### src/fwsps_pkg.sv
// Package for the priority-sorted process queue.
// Holds the beat types and field widths shared by the queue RTL.
// No dependencies.
package fwsps_pkg;

  localparam int unsigned PID_W  = 8;
  localparam int unsigned PRIO_W = 7;
  localparam int unsigned CNT_W  = 5;

  typedef enum logic [1:0] {
    KIND_ADD   = 2'd0,
    KIND_POP   = 2'd1,
    KIND_CYCLE = 2'd2,
    KIND_SORT  = 2'd3
  } kind_e;

  typedef logic [PID_W-1:0]  pid_t;
  typedef logic [PRIO_W-1:0] prio_t;
  typedef logic [CNT_W-1:0]  count_t;

  typedef struct packed {
    kind_e kind;
    pid_t  process_id;
    prio_t priority_req;
  } in_beat_t;

  typedef struct packed {
    pid_t   out_process_id;
    prio_t  out_priority;
    logic   present;
    logic   full_error;
    count_t count;
  } out_beat_t;

endpackage

### src/fifo_with_stable_priority_sort_top.sv
// Top level of the priority-sorted process queue.
// Ring of DEPTH entries in one synchronous memory, with a small sequencer.
// Depends on fwsps_pkg.
//
// Usage:
//   Input channel in_valid_i / in_stall_o / in_beat_i carries one command
//   beat: add to tail, pop head, cycle head to tail, or stable sort by
//   descending priority. Every command gives exactly one result beat on
//   out_valid_o / out_stall_i / out_beat_o, held in an output register.
//   Steps, accept to result valid: add goes straight to ST_RESP; pop and
//   cycle read the head from memory (registered read) and pass ST_POPD
//   first; sort runs an insertion sort through ST_KEY, ST_CMP and ST_PLACE
//   (one memory read and one write per step). Pop/cycle on an empty queue
//   and sort on fewer than two entries go straight to ST_RESP, as add does.
//   One command is in work at a time; the next is taken once the current
//   result sits in the output register, so no new command is accepted
//   while one is still in work.
//   Reset empties the queue (count and head cleared); memory contents are
//   not cleared and are never read before written.
//   While the receiver stalls, the result beat holds; one more command may
//   be accepted and worked, then its result waits until the output frees.
module fifo_with_stable_priority_sort_top #(
  parameter int unsigned DEPTH   = 16,
  parameter int unsigned ID_BITS = 8
) (
  input  logic                 clk_i,
  input  logic                 rst_ni,
  input  logic                 in_valid_i,
  output logic                 in_stall_o,
  input  fwsps_pkg::in_beat_t  in_beat_i,
  output logic                 out_valid_o,
  input  logic                 out_stall_i,
  output fwsps_pkg::out_beat_t out_beat_o
);

  localparam int unsigned AW   = (DEPTH > 1) ? $clog2(DEPTH) : 1;
  localparam int unsigned CW   = $clog2(DEPTH + 1);
  localparam int unsigned SW   = CW + 1;
  localparam int unsigned PW   = fwsps_pkg::PRIO_W;
  localparam int unsigned EW   = ID_BITS + PW;
  localparam int unsigned WB   = (ID_BITS > fwsps_pkg::PID_W) ? ID_BITS : fwsps_pkg::PID_W;

  localparam logic [2:0] ST_IDLE  = 3'd0;
  localparam logic [2:0] ST_POPD  = 3'd1;
  localparam logic [2:0] ST_RESP  = 3'd2;
  localparam logic [2:0] ST_KEY   = 3'd3;
  localparam logic [2:0] ST_CMP   = 3'd4;
  localparam logic [2:0] ST_PLACE = 3'd5;

  function automatic logic [AW-1:0] ring_addr(input logic [AW-1:0] base,
                                               input logic [CW-1:0] off);
    logic [SW-1:0] sum;
    sum = SW'(base) + SW'(off);
    if (sum >= SW'(DEPTH)) begin
      sum = sum - SW'(DEPTH);
    end
    return sum[AW-1:0];
  endfunction

  logic [EW-1:0] slot_mem_q [DEPTH];
  logic [EW-1:0] rdata_q;

  logic [2:0]    state_q, state_d;
  logic [AW-1:0] head_q, head_d;
  logic [CW-1:0] count_q, count_d;
  logic [CW-1:0] i_q, i_d;
  logic [CW-1:0] j_q, j_d;
  logic [CW-1:0] i_nx;
  logic [EW-1:0] key_q, key_d;
  logic          cyc_q, cyc_d;
  logic [AW-1:0] cyc_addr_q, cyc_addr_d;
  fwsps_pkg::out_beat_t res_q, res_d;
  fwsps_pkg::out_beat_t out_beat_q, out_beat_d;
  logic          out_valid_q, out_valid_d;

  logic          mem_we, mem_re;
  logic [AW-1:0] mem_waddr, mem_raddr;
  logic [EW-1:0] mem_wdata;

  logic          in_acc;
  logic          out_free;
  logic [WB-1:0] rid_ext;
  logic [PW-1:0] rd_prio, key_prio;

  assign in_stall_o  = (state_q != ST_IDLE);
  assign in_acc      = in_valid_i && !in_stall_o;
  assign out_free    = !out_valid_q || !out_stall_i;
  assign out_valid_o = out_valid_q;
  assign out_beat_o  = out_beat_q;

  assign rid_ext  = WB'(rdata_q[EW-1:PW]);
  assign rd_prio  = rdata_q[PW-1:0];
  assign key_prio = key_q[PW-1:0];
  assign i_nx     = i_q + CW'(1);

  always_comb begin
    state_d    = state_q;
    head_d     = head_q;
    count_d    = count_q;
    i_d        = i_q;
    j_d        = j_q;
    key_d      = key_q;
    cyc_d      = cyc_q;
    cyc_addr_d = cyc_addr_q;
    res_d      = res_q;
    out_beat_d = out_beat_q;
    out_valid_d = out_valid_q && out_stall_i;
    mem_we     = 1'b0;
    mem_re     = 1'b0;
    mem_waddr  = ring_addr(head_q, j_q);
    mem_raddr  = head_q;
    mem_wdata  = key_q;

    unique case (state_q)
      ST_IDLE: begin
        if (in_acc) begin
          res_d   = '0;
          state_d = ST_RESP;
          unique case (in_beat_i.kind) inside
            fwsps_pkg::KIND_ADD: begin
              if (count_q == CW'(DEPTH)) begin
                res_d.full_error = 1'b1;
              end else begin
                mem_we    = 1'b1;
                mem_waddr = ring_addr(head_q, count_q);
                mem_wdata = {ID_BITS'(in_beat_i.process_id), in_beat_i.priority_req};
                count_d   = count_q + CW'(1);
              end
            end
            fwsps_pkg::KIND_POP, fwsps_pkg::KIND_CYCLE: begin
              if (count_q != '0) begin
                mem_re     = 1'b1;
                mem_raddr  = head_q;
                head_d     = ring_addr(head_q, CW'(1));
                cyc_d      = (in_beat_i.kind == fwsps_pkg::KIND_CYCLE);
                cyc_addr_d = ring_addr(head_q, count_q);
                if (in_beat_i.kind == fwsps_pkg::KIND_POP) begin
                  count_d = count_q - CW'(1);
                end
                state_d = ST_POPD;
              end
            end
            default: begin
              if (count_q > CW'(1)) begin
                mem_re    = 1'b1;
                mem_raddr = ring_addr(head_q, CW'(1));
                i_d       = CW'(1);
                state_d   = ST_KEY;
              end
            end
          endcase
        end
      end
      ST_POPD: begin
        res_d.out_process_id = rid_ext[fwsps_pkg::PID_W-1:0];
        res_d.out_priority   = rd_prio;
        res_d.present        = 1'b1;
        if (cyc_q) begin
          mem_we    = 1'b1;
          mem_waddr = cyc_addr_q;
          mem_wdata = rdata_q;
        end
        state_d = ST_RESP;
      end
      ST_KEY: begin
        key_d     = rdata_q;
        j_d       = i_q;
        mem_re    = 1'b1;
        mem_raddr = ring_addr(head_q, i_q - CW'(1));
        state_d   = ST_CMP;
      end
      ST_CMP: begin
        mem_we = 1'b1;
        if (rd_prio < key_prio) begin
          mem_wdata = rdata_q;
          j_d       = j_q - CW'(1);
          if (j_q > CW'(1)) begin
            mem_re    = 1'b1;
            mem_raddr = ring_addr(head_q, j_q - CW'(2));
          end else begin
            state_d = ST_PLACE;
          end
        end else begin
          i_d = i_nx;
          if (i_nx < count_q) begin
            mem_re    = 1'b1;
            mem_raddr = ring_addr(head_q, i_nx);
            state_d   = ST_KEY;
          end else begin
            state_d = ST_RESP;
          end
        end
      end
      ST_PLACE: begin
        mem_we = 1'b1;
        i_d    = i_nx;
        if (i_nx < count_q) begin
          mem_re    = 1'b1;
          mem_raddr = ring_addr(head_q, i_nx);
          state_d   = ST_KEY;
        end else begin
          state_d = ST_RESP;
        end
      end
      ST_RESP: begin
        if (out_free) begin
          out_beat_d       = res_q;
          out_beat_d.count = fwsps_pkg::count_t'(count_q);
          out_valid_d      = 1'b1;
          state_d          = ST_IDLE;
        end
      end
      default: begin
        state_d = ST_IDLE;
      end
    endcase
  end

  always_ff @(posedge clk_i) begin
    if (mem_we) begin
      slot_mem_q[mem_waddr] <= mem_wdata;
    end
    if (mem_re) begin
      rdata_q <= slot_mem_q[mem_raddr];
    end
  end

  always_ff @(posedge clk_i or negedge rst_ni) begin
    if (!rst_ni) begin
      state_q     <= ST_IDLE;
      head_q      <= '0;
      count_q     <= '0;
      out_valid_q <= 1'b0;
    end else begin
      state_q     <= state_d;
      head_q      <= head_d;
      count_q     <= count_d;
      out_valid_q <= out_valid_d;
    end
  end

  always_ff @(posedge clk_i) begin
    i_q        <= i_d;
    j_q        <= j_d;
    key_q      <= key_d;
    cyc_q      <= cyc_d;
    cyc_addr_q <= cyc_addr_d;
    res_q      <= res_d;
    out_beat_q <= out_beat_d;
  end

  a_count_bound: assert property (@(posedge clk_i) disable iff (!rst_ni)
    count_q <= CW'(DEPTH))
    else $error("queue count above depth");

  a_full_only_at_depth: assert property (@(posedge clk_i) disable iff (!rst_ni)
    (state_q == ST_RESP && out_free && res_q.full_error) |-> (count_q == CW'(DEPTH)))
    else $error("full reported below depth");

  a_sort_indices: assert property (@(posedge clk_i) disable iff (!rst_ni)
    (state_q == ST_CMP || state_q == ST_PLACE) |-> (j_q <= i_q && i_q < count_q))
    else $error("sort index out of range");

  a_pop_reads: assert property (@(posedge clk_i) disable iff (!rst_ni)
    (in_acc && count_q != '0 &&
     (in_beat_i.kind == fwsps_pkg::KIND_POP || in_beat_i.kind == fwsps_pkg::KIND_CYCLE))
    |=> (state_q == ST_POPD && head_q == ring_addr($past(head_q), CW'(1))))
    else $error("pop did not advance head");

endmodule
### config.mk
export PLATFORM = sky130hd
export DESIGN_NAME = fifo_with_stable_priority_sort_top
export DESIGN_NICKNAME = d
export VERILOG_FILES = /design/src/fwsps_pkg.sv /design/src/fifo_with_stable_priority_sort_top.sv
export SDC_FILE = /design/constraint.sdc
export NUM_CORES = 1
export LEC_CHECK = 0
export CORE_MARGIN = 5
export CORE_UTILIZATION = 56
export CTS_CLUSTER_SIZE = 28
export DETAILED_ROUTE_END_ITERATION = 10
export DONT_BUFFER_PORTS = 1
export HOLD_SLACK_MARGIN = 0.03
export PLACE_DENSITY_LB_ADDON = 0.3
export SLEW_MARGIN = 30
export SYNTH_ARGS = -nofsm -noshare
export SYNTH_HDL_FRONTEND = slang
export SYNTH_SLANG_ARGS = --single-unit
### constraint.sdc
create_clock -name clk_i -period 9 [get_ports clk_i]
set_input_delay 0.9 -clock clk_i [delete_from_list [all_inputs] [get_ports clk_i]]
set_output_delay 0.9 -clock clk_i [all_outputs]
set_load 0.01 [all_outputs]
==> reports/results.txt <==
LEAKAGE: 0.00565 uW
Cts hold-fix bufs: 0
Most common library cells after synthesis: 324 x edfxtp_1, 60 x mux4_2, 54 x nand2_1
Root Buffer: clkbuf_16
Hold Vio Cnt, Final: 0
Site Rows: 58
Net Count, Synth: 913
RSZ-0062 raised after global routing: false
Top_reg_cell synth: edfxtp_1
Crit-path cells: ha_1, xor2_1, ha_1, a21o_1, a31oi_1, o21a_1, mux2_2, o21ai_0, o221ai_1, o21ai_4, buf_4, mux4_2, a22oi_1, nand2_1
Initial antenna violation count: 0
Number of fill cells: 1660
Final HPWL DP: 20100 um
Asr flop ratio synth: 3.86%
Cts repair resizes: 0
IO buf count: 0
Combinational fraction of design power: 40.7%
CP max stage delay: 0.71 ns
Postcts setup bufs: 0
Max-cap violations: 0
Design Area, Final: 16100 um2
Clk_lat worst skew: 0.52 ns
Reg2reg start: i_q[0]
Arr. time, crit path: 5.34 ns
Yosys top cell area share: 67.6%
DRC: 0
Met2 wire len: 15700 um
Total power: 6870 uW
Element type at the critical path end: flop
Setup TNS: 0 ns
Sw frac: 36.3%
Measured slew at the worst slew-check pin: 0.964 ns
Max VDD drop: 0.332 mV
Critical path fanouts, max: 38
Die Wd: 170 um
Number of global-route vias before repair: 8082
Pins Over Slew Limit: 0
Warning count from the yosys run: 0
Share of power burned in registers: 37.2%
Core area: 25300 um2
Int Power: 4380 uW
CTS tree: done
Clock network power share: 22.2%
Uppermost routed layer: met4
Most common cell in the netlist: edfxtp_1
Sequential area share after synthesis: 69.8%
Die Ht: 170 um
Biggest area consumer among synthesized cells: edfxtp_1
Max Clock Freq: 197 MHz
ANT nets after route: 0
Share of cells above drive strength 1: 17.1%
Initial core utilization: 57.0%
Avg Inst Size Synth: 17.0 um2
Post-synthesis cell type count: 60
Global-route wire length before repair: 48800 um
Clock skew: 0.0306 ns
Synth Instances: 849
DR pass1 iterations: 5
H-tree depth: 2
Post-route non-filler standard cell count: 1219
Status: finished clean
GRT Overall Usage: 22.4%
Vias per inst: 6.53
Clock-pin slew on the worst setup and hold paths: 0.06 ns
Largest net degree at the start of global routing: 61
Placed Cells: 1158
Critical path required time: 9.27 ns
Total CTS buffers: 35
Net count, final: 929
Placer Congestion: 0.934
Worst hold path type: primary input to async pin
Relative slew slack: 35.7%
Metal-1 WL: 12700 um
Max Root-Sink Buffers: 3
Grt ovf: 0
Die footprint: 29000 um2
Critical path type: flop to flop
Critical path's most frequent cell: ha_1
Clock Sinks: 337
DR iter-0 viols: 1091
Count of final setup violators: 0
Fin crit period: 5.07 ns
P&R area growth vs syn: 11.7%
Final core occ: 63.7%
Via count: 7960
# diodes: 0
EDFF count, synth: 324
Routed len/inst: 26.4 um
# IOs: 45
Final Cycle Share: 56.3%
Pwr dens: 427 nW/um2
DRT Wirelength: 32200 um
#FFs+latches synth: 337
P_sw: 2490 uW
Crit path from: i_q[0]
Mapped Area: 14400 um2
DR WL met3: 2900 um
Placed cell area: 14900 um2
CP Launch Type: flop
Top post-synthesis cells by area: edfxtp_1 68%, mux4_2 9.4%, ha_1 3.3%
CP max stage cell: buf_4
==> metal layers <==
layer	up-vias	track usage [%]
li1	3371	-
met1	4065	31.1
met2	449	36.1
met3	75	4.69
met4	0	7.26
met5	-	0
==> final cells by class <==
type	instances	area, um2	area share (%)
Multi-Input combinational cell	427	4090	25.4
Clock buffer	40	905	5.62
Clock inverter	21	308	1.91
Inverter	50	188	1.17
Sequential cell	337	10100	62.5
Tap cell	330	413	2.57
Timing Repair Buffer	14	125	0.778
==> cell usage in the layout (no fill, tap or decap), drive strengths merged, types with 3 or more instances in the layout <==
master,count
mux2i,5
clkbuf,40
buf,14
mux4,60
o221ai,3
ha,38
bufinv,7
xor2,10
a31oi,4
edfxtp,324
a222oi,15
a21o,10
and2,4
a22oi,30
o21ai,15
nand2,54
nor2b,4
dfrtp,13
xnor2,21
fa,5
nand2b,5
a21oi,27
clkinv,14
nand3,9
o22ai,3
o21a,3
nor2,48
and3,17
inv,50
nor3,3
==> cells by family (layout without fill, tap and decap cells) <==
kind of cell | Yosys count | count (layout) | synth area share (%)
flip-flops | 337 | 337 | 69.8
AND/OR/NAND/NOR | 155 | 155 | 5.20
AO/OA/AOI/OAI | 131 | 131 | 6.72
buffers and inverters | 85 | 125 | 2.49
multiplexers | 67 | 67 | 9.89
adder cells (fa/ha/maj) | 43 | 43 | 4.00
XOR/XNOR | 31 | 31 | 1.89
==> worst max-delay path, delay by kind of cell (launching register included) <==
kind / cells / cell delay (ns)
AO/OA/AOI/OAI: 7 / 1.69
AND/OR/NAND/NOR: 1 / 0.09
flip-flops: 1 / 0.47
multiplexers: 2 / 1.00
XOR/XNOR: 1 / 0.23
buffers and inverters: 1 / 0.71
adder cells (fa/ha/maj): 2 / 0.56
==> through the flow <==
step	worst slack, ns	hold slack (ns)
floorplan	5.10	0.400
global placement	3.93	0.405
detailed placement	3.96	0.407
CTS	3.91	0.0593
global route	3.57	0.0564
finish	3.93	0.0725
==> state kept, by name, summed over array words and instances (netlist names) <==
register,flops
rdata_q,15
j_q,5
i_q,5
cyc_addr_q,4
head_q,4
cyc_q,1
key_q,15
out_beat_o,22
out_valid_o,1
state_q,3
slot_mem_q,240
res_q,17
count_q,5
==> worst paths after layout <==
check / to / slack, ns / depth (start not counted)
min in group clk_i: out_beat_o[12] / 0.42 / 0
setup reg to reg: rdata_q[9] / 3.93 / 14
max in group asynchronous: state_q[0] / 8.85 / 0
setup / recovery: rdata_q[9] / 3.93 / 14
hold reg to reg: out_beat_o[12] / 0.42 / 0
hold / removal: state_q[1] / 0.07 / 0
==> power by group through the flow <==
stage	sequential, uW	clock, uW	combinational [uW]
2_1_floorplan	2440	0	2100
3_3_place_gp	2550	0	2590
3_5_place_dp	2570	0	2770
4_1_cts	2550	1530	2800
5_1_grt	2580	1610	3030
6_report	2550	1520	2790
No activity file was read; power rests on OpenSTA's default activity.
